==> config.mk <==
export PLATFORM = sky130hd
export DESIGN_NAME = mlts_mul
export DESIGN_NICKNAME = d
export VERILOG_FILES = /design/src/sv/mlts_mul.sv
export SDC_FILE = /design/constraint.sdc
export NUM_CORES = 2
export LEC_CHECK = 0
export ABC_AREA = 1
export BUFFER_PORTS_ARGS = -buffer_cell sky130_fd_sc_hd__buf_2
export CORE_ASPECT_RATIO = 1.2
export CORE_MARGIN = 1
export CORE_UTILIZATION = 55
export DETAILED_ROUTE_END_ITERATION = 10
export PLACE_DENSITY = 0.77
export SETUP_SLACK_MARGIN = 0.15
export SKIP_LAST_GASP = 1
export SLEW_MARGIN = 20
export SYNTH_ARGS = -nofsm -noshare
export SYNTH_HDL_FRONTEND = slang
export SYNTH_SLANG_ARGS = --single-unit
==> constraint.sdc <==
create_clock -name clk_i -period 6.7 [get_ports clk_i]
set_input_delay 1.34 -clock clk_i [delete_from_list [all_inputs] [get_ports clk_i]]
set_output_delay 1.34 -clock clk_i [all_outputs]
set_load 0.01 [all_outputs]
==> src/sv/mlts_mul.sv <==
`default_nettype none
module mlts_mul (
  input  logic        clk_i,
  input  logic [31:0] a_i,
  input  logic [31:0] b_i,
  output logic [63:0] prod_o
);
  always_ff @(posedge clk_i) begin
    prod_o <= 64'(a_i) * 64'(b_i);
  end
endmodule
`default_nettype wire

### After elaboration in Yosys (flattened, before gate mapping)

Index checks and enable logic that the tools add are counted.

| operators by class | value |
|---|---|
| multipliers | 1 |

Operator list:

| kind | count |
|---|---|
| 32-bit by 32-bit multiplier with 64-bit output | 1 |

| storage, ports and cells | value |
|---|---|
| flip-flop bits (word level) | 64 |
| logic and storage cells | 2 |

### Longest topological paths before layout

| depth | value |
|---|---|
| depth in word-level cells | 1 |
| mapped depth | 30 |
| mapped depth without buffers | 29 |

### Least setup slack after synthesis

Ideal clock, no wire load.

| path | value |
|---|---|
| path kind | in2reg |
| from | input a_i[25] |
| to | register prod_o[60] |
| setup time | 0.112 ns |
| data arrival time | 7.042 ns |
| path slack | -0.454 ns |
| stages | 26 |
| buffers on the path | 1 |
| cells stage by stage | clkbuf_1 -> nand2_1 -> fa_1 -> inv_1 -> fa_1 -> inv_1 -> fa_1 -> inv_1 -> fa_1 -> fa_1 -> fa_1 -> fa_1 -> inv_1 -> fa_1 -> inv_1 -> ha_1 -> nand2_1 -> nand2_1 -> a21oi_1 -> nand2_1 -> nand2_1 -> nand2_1 -> a21oi_1 -> nand2_1 -> nand2_1 -> nand2_1 |

| on the way | value |
|---|---|
| word-level cells in the longest chain between the ends | 1 |

Ends and longest elaborated chain:

| element | RTL line | RTL |
|---|---|---|
| start: declaration | 4 | `input logic [31:0] a_i,` |
| 32-bit by 32-bit multiplier with 64-bit output | 9 | `prod_o <= 64'(a_i) * 64'(b_i);` |
| end signal: assignment | 9 |  |
| end: declaration | 6 | `output logic [63:0] prod_o` |

No other way between the ends.

### Worst setup path in the final report

| path | value |
|---|---|
| from | input b_i[16] |
| to | register prod_o[51] |

| on the way | value |
|---|---|
| word-level cells in the longest chain between the ends | 1 |

Ends and longest elaborated chain:

| element | RTL line | RTL |
|---|---|---|
| start: declaration | 5 | `input logic [31:0] b_i,` |
| 32-bit by 32-bit multiplier with 64-bit output | 9 |  |

No other way between the ends.

==> flow_metrics.env <==
export IMPL_status="finished, violations left"
export IMPL_violations="negative setup slack"
export IMPL_synthFlopType="dfxtp_1"
export IMPL_path_class="input pin to flip-flop"
export IMPL_cts_root_buf="clkbuf_16"
export IMPL_area_growth_pct=24.8
export IMPL_synthTopCellsByCount="inv_1 (1723), nand2_1 (1566), fa_1 (896)"
export IMPL_syn_area_per_cell_um2=7.45
export IMPL_place_gp_congestion=0.961
export IMPL_arrival_ns=7.46
export IMPL_regMostFlops="prod_o"
export IMPL_grt_pass1_wl_mm=177
export IMPL_synth_top_cells_by_area="fa_1 (48%), inv_1 (17%), nand2_1 (16%)"
export IMPL_top_regs="prod_o: 64 flops"
export IMPL_startpoint_type="input pin"
export IMPL_rows=104
export IMPL_met1_usage_pct=41.0
export IMPL_cts_tree="built"
export IMPL_cp_max_fo=6
export IMPL_fp_dieH_um=288
export IMPL_synth_edf_count=0
export IMPL_cts_num_sinks=64
export IMPL_route_detailed_drc=0
export IMPL_drtIter0Drc=2650
export IMPL_drv_slew=0
export IMPL_synth_most_common_cell="inv_1"
export IMPL_maxCapViolations=0
export IMPL_first_pass_iters=6
export IMPL_synthCells=5023
export IMPL_io_buffers=128
export IMPL_drive_gt1_share_pct=23.7
export IMPL_setup_viol=47
export IMPL_hold_class="input pin to flip-flop"
export IMPL_hold_violations=0
export IMPL_numCtsBuffers=9
export IMPL_overflow=0
export IMPL_vias=33208
export IMPL_critPathRequiredTime_ns=6.94
export IMPL_busiest_layer="met2"
export IMPL_whs_ns=1.65
export IMPL_cts_hold_buf=0
export IMPL_gr_usage_met3_pct=4.43
export IMPL_yosysWarnings=0
export IMPL_grt_max_degree=27
export IMPL_setup_ws_ns=-0.518
export IMPL_gr_usage_all_layers_pct=33.1
export IMPL_fmax_mhz=139
export IMPL_fin_crit_ns=7.22
export IMPL_holdCritStartpoint="b_i[0]"
export IMPL_h_tree_depth=3
export IMPL_post_drt_wl_per_cell_um=18.6
export IMPL_synth_area_um2=37400
export IMPL_synth_distinct_cells=23
export IMPL_utilization_pct=69.5
export IMPL_maxSlewHeadroom_pct=73.0
export IMPL_vias_per_cell=5.25
export IMPL_synth_nets=6247
export IMPL_rsz0062_at_grt="yes"
export IMPL_async_reset_ff_share_pct=0
export IMPL_met2_usage_pct=57.7
export IMPL_yosysSeqAreaShare_pct=3.43
export IMPL_largest_reg_flops=64
export IMPL_synth_top_area_share_pct=48.0
export IMPL_fp_coreArea_um2=67100
export IMPL_ioPinCount=129
export IMPL_fp_dieW_um=240
export IMPL_tightest_slew_ns=0.405
export IMPL_ys_seq_elements=64
export IMPL_die_area_um2=69100
export IMPL_cts_clk_slew_worst_paths_ns=0.06
export IMPL_synth_top_area_cell="fa_1"
export IMPL_dp_hpwl_mm=91.7
export IMPL_grt_pass1_vias=34624
export IMPL_finalNetCount=6648
export IMPL_min_to="prod_o[0]"
export IMPL_whs_path_depth=4
export IMPL_drt_total_wl_mm=118
export IMPL_fin_crit_sh_pct=108
export IMPL_crit_path_end_kind="flip-flop"
export IMPL_grt_antenna_before_repair=2
export IMPL_start_util_pct=55.7
export IMPL_clockBufferDepth=2
export IMPL_final_antenna_net_count=0
timing repair:
item,4_1_cts,5_1_grt
gates resized for setup,441,438
setup endpoints to repair,54,54
pin swaps,192,286
setup buffers,36,41
cloned,8,4
how the worst max path moves through the flow:
stage                            end  cells after the start     from
after floorplan           prod_o[51]                     25   a_i[5]
after global placement    prod_o[34]                     21   b_i[8]
after detailed placement  prod_o[47]                     24   b_i[8]
after CTS                 prod_o[63]                     27  a_i[13]
after global routing      prod_o[51]                     27  a_i[20]
final                     prod_o[51]                     27  b_i[16]
worst max-delay path, cell delays in order:
cell     delay, ns
buf_12        0.12
buf_12        0.14
buf_4         0.13
buf_4         0.14
nand2_1       0.05
inv_1         0.05
fa_1          0.48
fa_1          0.51
inv_1         0.12
fa_2          0.45
fa_1          0.53
inv_1         0.07
fa_1          0.59
fa_1          0.50
fa_1          0.59
ha_4          0.23
ha_4          0.29
nand2_2       0.08
buf_4         0.14
nor2_2        0.13
inv_2         0.08
nor2_4        0.15
nand2_1       0.11
nor2_1        0.13
nand2_1       0.12
nand4_1       0.11
nand2_1       0.06
cells in the final DEF, fill, tap and decap left out, types with 40 or more instances in the layout:
cell and count:
inv_1 1594, nand2_1 1341, fa_1 789, buf_4 328, ha_1 202, nand2_2 178
inv_2 131, fa_2 107, buf_6 82, buf_2 70, buf_12 69, dfxtp_1 64
nand2_4 57, ha_4 57, nor2_1 42, nor2_4 40
through the flow:
step                setup WS [ns]  TNS, ns  cell area [µm²]  cells
floorplan                  -0.139    -3.06            38600   5023
global placement            -1.06   -44.63            42400   6225
detailed placement          -1.03   -46.78            42400   6225
CTS                        -0.364   -12.11            44800   6285
global route               -0.607   -22.67            46700   6331
finish                     -0.518   -15.84            46700   6331
cells by family (layout without fill, tap and decap cells):
group	count (synthesis)	in the layout	share of synthesized area, %
AOI/OAI and AO/OA	57	57	0.853
xor gates and xnor gates	35	35	0.820
adders and majority gates	1159	1159	56.8
buffers and inverters	1927	2333	19.3
DFF	64	64	3.43
other	0	1	0
and+or+nand+nor	1781	1781	18.8
per-layer routing:
metal | up-vias | routed length [µm] | share of wire [%]
met2 | 1762 | 58500 | 50
met5 | - | 11 | 0.0093
li1 | 14432 | - | -
met3 | 545 | 10100 | 8.6
met1 | 16467 | 41300 | 35
met4 | 2 | 7840 | 6.7
cell type report:
type	count	area, µm²
multi-input cells	3032	31600
flip-flops and latches	64	1280
repair buffers	582	5830
clock inverters	6	92.6
clock buffers	10	239
well taps	901	1130
inverters	1735	6540
fillers	4812	20500
diodes	1	2.50
Power is not shown: default switching activity piles up to over one toggle a cycle in this logic, so the estimate is an artifact.
