File: config.mk
export PLATFORM = sky130hd
export DESIGN_NAME = mlts_div
export DESIGN_NICKNAME = d
export VERILOG_FILES = /design/src/sv/mlts_pkg.sv /design/src/sv/mlts_div.sv
export SDC_FILE = /design/constraint.sdc
export NUM_CORES = 1
export LEC_CHECK = 0
export BUFFER_PORTS_ARGS = -buffer_cell sky130_fd_sc_hd__buf_2
export CAP_MARGIN = 5
export CORE_ASPECT_RATIO = 1.5
export CORE_UTILIZATION = 60
export CTS_CLUSTER_SIZE = 30
export DETAILED_ROUTE_END_ITERATION = 10
export MAX_ROUTING_LAYER = met4
export PLACE_DENSITY = 0.86
export SYNTH_ARGS = -nofsm -noshare
export SYNTH_HDL_FRONTEND = slang
export SYNTH_SLANG_ARGS = --single-unit
File: constraint.sdc
create_clock -name clk_i -period 4.2 [get_ports clk_i]
set_input_delay 0 -clock clk_i [delete_from_list [all_inputs] [get_ports clk_i]]
set_output_delay 0 -clock clk_i [all_outputs]
set_load 0.005 [all_outputs]
File: src/sv/mlts_pkg.sv
`default_nettype none
package mlts_pkg;

  localparam int unsigned CHANNEL_COUNT_DEF = 2;
  localparam int unsigned FREQ_COUNT_DEF    = 8;
  localparam int unsigned ALPHA_COUNT_DEF   = 32;
  localparam int unsigned GAMMA_COUNT_DEF   = 6;

  localparam int LEVEL_W    = 16;
  localparam int SLOPE_W    = 15;
  localparam int LAPSE_W    = 11;
  localparam int FREQ_W     = 3;
  localparam int GAMMA_W    = 3;
  localparam int CFG_IDX_W  = 2;
  localparam int CFG_DATA_W = 16;

  localparam logic [CFG_IDX_W-1:0] CFG_SLOPE = 2'd0;
  localparam logic [CFG_IDX_W-1:0] CFG_LAPSE = 2'd1;
  localparam logic [CFG_IDX_W-1:0] CFG_MODE  = 2'd2;

  localparam logic [SLOPE_W-1:0]        SLOPE_RST = 15'd4096;
  localparam logic signed [LEVEL_W-1:0] START_RST = 16'sd4096;

  localparam logic [31:0] LOG2E_Q16  = 32'd94548;
  localparam logic [31:0] LN2_Q16    = 32'd45426;
  localparam logic [12:0] TARGET_Q12 = 13'd2458;
  localparam logic [12:0] NUM_Q12    = 13'd1638;
  localparam logic [21:0] Z_LIMIT    = 22'd2097152;
  localparam logic [31:0] ONE_Q31    = 32'h8000_0000;

  typedef struct packed {
    logic        start;
    logic [63:0] dividend;
    logic [32:0] divisor;
  } div_req_t;

  typedef struct packed {
    logic        done;
    logic [31:0] quotient;
  } div_rsp_t;

  function automatic logic [63:0] isqrt64(input logic [63:0] v_in);
    logic [63:0] v;
    logic [63:0] res;
    logic [63:0] bitv;
    v    = v_in;
    res  = 64'd0;
    bitv = 64'd1 << 62;
    while (bitv > v) bitv = bitv >> 2;
    while (bitv != 64'd0) begin
      if (v >= res + bitv) begin
        v   = v - (res + bitv);
        res = (res >> 1) + bitv;
      end else begin
        res = res >> 1;
      end
      bitv = bitv >> 2;
    end
    return res;
  endfunction

  // 2^-(2^-(k+1)) in Q0.31 by repeated square roots of one half
  function automatic logic [31:0] root_q31(input int k);
    logic [63:0] r;
    r = 64'd1 << 30;
    for (int n = 0; n <= k; n++) r = isqrt64(r << 31);
    return r[31:0];
  endfunction

  localparam logic [31:0] ROOT_TAB [16] = '{
    root_q31(0),  root_q31(1),  root_q31(2),  root_q31(3),
    root_q31(4),  root_q31(5),  root_q31(6),  root_q31(7),
    root_q31(8),  root_q31(9),  root_q31(10), root_q31(11),
    root_q31(12), root_q31(13), root_q31(14), root_q31(15)
  };

  function automatic int alpha_q12(input int i, input int half);
    int k;
    int m;
    int a;
    k = i - half;
    m = (k < 0) ? -k : k;
    a = (m * 8192 + 5) / 10;
    return (k < 0) ? -a : a;
  endfunction

  function automatic int gamma_q12(input int j);
    return (j * 4096 + 5) / 10;
  endfunction

endpackage
`default_nettype wire

File: src/sv/mlts_div.sv
`default_nettype none
module mlts_div (
  input  logic               clk_i,
  input  logic               rst_ni,
  input  mlts_pkg::div_req_t req_i,
  output mlts_pkg::div_rsp_t rsp_o
);
  import mlts_pkg::*;

  // restoring divider, one quotient bit per cycle; needs dividend[63:32] < divisor
  logic [32:0] rem_q;
  logic [31:0] quo_q;
  logic [32:0] dvs_q;
  logic [5:0]  cnt_q;
  logic        busy_q;
  logic        done_q;
  logic [33:0] trial;
  logic        take;

  assign trial = {rem_q, quo_q[31]};
  assign take  = trial >= {1'b0, dvs_q};

  always_ff @(posedge clk_i or negedge rst_ni) begin
    if (!rst_ni) begin
      busy_q <= 1'b0;
      done_q <= 1'b0;
      cnt_q  <= '0;
    end else begin
      done_q <= 1'b0;
      if (req_i.start) begin
        busy_q <= 1'b1;
        cnt_q  <= 6'd32;
      end else if (busy_q) begin
        cnt_q <= cnt_q - 6'd1;
        if (cnt_q == 6'd1) begin
          busy_q <= 1'b0;
          done_q <= 1'b1;
        end
      end
    end
  end

  always_ff @(posedge clk_i) begin
    if (req_i.start) begin
      rem_q <= {1'b0, req_i.dividend[63:32]};
      quo_q <= req_i.dividend[31:0];
      dvs_q <= req_i.divisor;
    end else if (busy_q) begin
      rem_q <= take ? 33'(trial - {1'b0, dvs_q}) : trial[32:0];
      quo_q <= {quo_q[30:0], take};
    end
  end

  assign rsp_o = '{done: done_q, quotient: quo_q};
endmodule
`default_nettype wire

======== After elaboration in Yosys (flattened, before gate mapping) ========
Cells that the tools add are included.
storage, ports and cells
  output and inout bits ................... 33
  register bits after elaboration ......... 106
operators by class
  add/sub/neg operators ................... 2
  muxes and demuxes ....................... 13
  reductions and logical operators ........ 1
  order comparisons ....................... 1
  equality and inequality tests ........... 1
operators with widths
  operator             count
  $mux 32              4
  $ge 34x33->1         1
  $mux 33              1
  $sub 33x33->33       1
  $mux 6               2
  $eq 6x1->1 const B   1
  $mux 1               6
  $sub 6x1->6 const B  1
  $reduce_bool 2->1    1

======== Longest topological paths before layout ========
  depth in word-level cells ............... 4
  gate-level depth with buffers ........... 14
  depth with buffers taken out ............ 12

======== Worst setup path before layout ========
No wires, ideal clock.
  kind .................................... register -> register
  from .................................... register quo_q[31]
  to ...................................... register rem_q[0], data pin
  setup time .............................. 0.260 ns
  buffers on the path ..................... 0
  data arrival time ....................... 2.536 ns
  slack ................................... 1.403 ns
  data required time ...................... 3.940 ns
  stages on the path, launching flop included .. 13
  cell sequence ........................... edfxtp_1 inv_1 ha_1 inv_1 fa_1 a21oi_1 o211ai_2 and4_1 o211ai_1 a21boi_2 o21ai_4 mux2i_1 mux2_4
on the way
  cells in the longest elaborated chain, start to end .. 4
  elaborated cells on any way between the ends .. 5
  classes of those cells .................. add/sub (1); order compare (1); mux (3)
RTL lines
  element                                                RTL line                        RTL
  start: declaration                                     mlts_div.sv:12                  logic [31:0] quo_q;
  start signal: assignment                               mlts_div.sv:46                  quo_q <= req_i.dividend[31:0];
  start signal: assignment                               mlts_div.sv:50                  quo_q <= {quo_q[30:0], take};
  $sub 33x33->33 / $ge 34x33->1 (equally long branches)  mlts_div.sv:49, mlts_div.sv:21
  $mux 33 *                                              mlts_div.sv:49                  rem_q <= take ? 33'(trial - {1'b0, dvs_q}) : trial[32:0];
  $mux 32 *                                              mlts_div.sv:48                  end else if (busy_q) begin
  $mux 32 *                                              mlts_div.sv:44                  if (req_i.start) begin
  end signal: assignment                                 mlts_div.sv:45                  rem_q <= {1'b0, req_i.dividend[63:32]};
  end signal: assignment                                 mlts_div.sv:49
  end: declaration                                       mlts_div.sv:11                  logic [32:0] rem_q;
Every way passes the cells marked *; elsewhere a longest branch is shown, timed or not. The select of a mux whose other input is x is not followed.
A chain may end at the register's enable or synchronous reset.

======== Worst setup path in the final report ========
  from .................................... register quo_q[31]
  to ...................................... register rem_q[31], data pin
The elaborated chain is that of the path after synthesis.

==> results.yml <==
status:
  status: "complete, but fails checks"
  violations: "hold timing"
layout:
  final_common_cell: "buf_2"
  drive_above_1_share_pct: 26.54
  fillers: 595
  mostFrequentLayoutCells: "buf_2, edfxtp_1, dlygate4sd3_1, nand2_1"
  antennaDiodeCount: 0
  synthToLayoutAreaGrowth_pct: 29.69
  fin_nets: 926
setup_path:
  cp.required_ns: 4.28
  start_kind: "register"
  crit_chain: "inv_1 > ha_1 > inv_1 > fa_1 > a21oi_1 > o211ai_2 > and4_1 > o211ai_1 > a21boi_2 > o21ai_4 > buf_4 > o2bb2ai_1 > nor3b_2"
  startpoint: "quo_q[31]"
  max_stage_delay_ns: 0.57
  endpoint_kind: "register"
  path_delay_family: "compound AO/OA/AOI/OAI gates"
  critical_path_class: "register to register"
  slowest_stage: "o21ai_4"
  path_max_fanout: 20
  critPathArrivalTime_ns: 3.54
  cp_common_cell: "inv_1"
  path_buf_inv: 3
  r2r_start: "quo_q[31]"
drt:
  wl_per_cell_um: 18.75
  viasPerCell: 6.009
  antenna_left: 0
  vias: 5624
  drtIter0Drc: 385
  drc: 0
  wl_um: 17550
  dr.pass1.iters: 5
run:
  cap_violations: 0
yosys:
  synthMuxAreaShare_pct: 7.771
  synth_cell_types: 68
  syn-num-nets: 717
  yosysWarnings: 0
  syn-cell-area_sq_um: 6360
  synthArstFlopShare_pct: 7.547
  synthCells: 581
  synthFlopType: "edfxtp_1"
  synth_xor_area_share_pct: 3.030
  synth_top_family_by_area: "compound AO/OA/AOI/OAI gates"
  synthAdderAreaFrac_pct: 7.200
  yosys.area_share.simple_pct: 12.14
  synth-compound-area-share_pct: 16.23
  syn_area_per_cell_sq_um: 10.95
  synth_edf_count: 97
  synth-seq-area-share_pct: 49.26
  synth_seq_cells: 106
die:
  die_w_um: 86.06
  die-area_sq_um: 11020
  initial_core_util_pct: 62.41
  core-area_sq_um: 10190
  num_rows: 45
  die_height_um: 128.1
  io_pins: 133
grt:
  grt_usage_pct: 33.86
  grt_pass1_vias: 5796
  grt_first_pass_wirelength_um: 27850
  antenna_found_initial: 0
  grt_max_degree: 87
  grt_overflow: 0
timing:
  min_period_ns: 3.456
  hold_viol: 2
  skew_ns: 0.007829
  finalMaxSlewViolations: 0
  finalCritPeriodShare_pct: 82.28
  max_clock_freq_ghz: 0.2894
  rsz0062_at_grt: "no"
  worst_pin_slew_ns: 1.197
  setup_viol: 0
  whs_ns: -0.003098
  setup_slack_ns: 0.7442
  fin_tns_setup_ns: 0
  relSlewSlack_pct: 20.11
placement:
  gp_congestion: 0.9341
  place_ws_ns: 0.8254
  dp_hpwl_um: 10670
  portBuffers: 132
power:
  leakage_nw: 3.603
  p_per_area_nw_per_um2: 626.6
  peakVddDrop_v: 0.0003019
  power_w: 0.005168
clocking:
  clkLatencyLatePin_ns: 0.35
  htree_levels: 3
  post_cts_buffers: 0
  clock-sinks: 106
  cts_buffer_depth: 2
  tritoncts: "done"
  clkTransAtPathRegs_ns: 0.08
  cts.repair.resized: 0
  clockRootBuffer: "clkbuf_16"
  numCtsBuffers: 9
min_path:
  worstHoldStart: "req_i[90]"
  hold_path_class: "input port to register"
-- per-stage QoR --
| stage | utilization (%) | instances | cell area [sq um] |
|---|---|---|---|
| final | 80.93 | 936 | 8248 |
| after global routing | 80.93 | 936 | 8248 |
| after CTS | 80.93 | 936 | 8248 |
| after detailed placement | 69.87 | 838 | 7121 |
| after global placement | 69.87 | 838 | 7121 |
| after floorplan | - | 581 | 6360 |
-- area by class of cell --
class / instances / area, sq um / area share (%)
multi-input cells: 410 / 2949 / 35.76
inverters: 45 / 168.9 / 2.048
flip-flops and latches: 106 / 3133 / 37.99
repair buffers: 218 / 1514 / 18.36
well taps: 141 / 176.4 / 2.139
clock buffers: 9 / 225.2 / 2.731
clock inverters: 7 / 81.33 / 0.9860
-- where the power goes --
group	internal, W	switching (W)	total (W)	leakage, nW
registers	0.00149	0.000175	0.00167	1.10
clock network	0.000474	0.000414	0.000888	0.153
logic	0.00110	0.00151	0.00261	2.35
total	0.00307	0.00210	0.00517	3.60
-- synthesized netlist by cell type, drive strengths merged (3+ instances only) --
master   count  area share, %
nor2        37            2.2
o21ai       27            2.4
nor3        19            1.7
a2bb2oi      9            1.2
a21oi       49            4.2
nand2       51            3.0
buf         10            1.1
mux2        32            5.7
dfrtp        8            3.1
clkbuf      10           0.59
and4         3           0.41
edfxtp      97             46
ha          35            6.9
a21boi       3           0.41
nand3b       4           0.47
o21bai       3           0.35
or3          4           0.39
a21o         9            1.1
inv         45            2.7
o31ai        5           0.59
and3         5           0.49
nand3        8           0.63
nor2b        3           0.30
and2         5           0.49
a31oi       10           0.98
a211oi       3           0.51
a31o         4           0.55
or2          4           0.39
xor2         7           0.96
o211a        3           0.47
mux2i       13            2.0
o21a         6           0.71
xnor2       15            2.1
nand4        6           0.59
o2bb2ai      4           0.55
o211ai       5           0.75
-- cell families after synthesis --
group / after synthesis
AO/OA/AOI/OAI: 150
XOR/XNOR: 22
adder cells (fa/ha/maj): 36
buffers and inverters: 65
flip-flops: 106
multiplexers: 45
AND/OR/NAND/NOR: 157
-- registers in the layout (all words and copies together) (netlist names) --
| name | count |
|---|---|
| dvs_q | 33 |
| quo_q | 32 |
| cnt_q | 6 |
| rem_q | 33 |
| busy_q | 1 |
| done_q | 1 |
-- per-layer routing --
layer  share of wire, %  track usage [%]  up-vias  wire, um
met5                  0                -        -         0
met4                3.3            14.41        0       585
met3                6.7            5.666       65      1173
met2                 53            60.41      323      9244
met1                 37            36.75     2659      6546
li1                   -                -     2577         -
-- path summary, 6_finish.rpt --
kind	to	slack (ns)	depth (start not counted)
setup / recovery	rem_q[31]	0.74	13
hold / removal	rem_q[25]	-0.003	2
setup reg to reg	rem_q[31]	0.74	13
hold reg to reg	cnt_q[5]	0.53	2
max in group asynchronous	cnt_q[0]	4.03	2
min in group asynchronous	done_q	0.01	2
-- worst register-to-register path, delay by kind of cell (launching register included) --
| kind | cells | cell delay, ns |
|---|---|---|
| adder cells (fa/ha/maj) | 2 | 0.57 |
| AND/OR/NAND/NOR | 2 | 0.31 |
| flip-flops | 1 | 0.40 |
| AO/OA/AOI/OAI | 6 | 1.48 |
| buffers and inverters | 3 | 0.45 |
-- timing repair --
| item | in CTS | in global routing |
|---|---|---|
| setup endpoints to repair | 0 | 0 |
| hold buffers | 82 | 0 |
| endpoints found under the hold margin | 89 | 0 |
(Power assumes the default switching activity.)
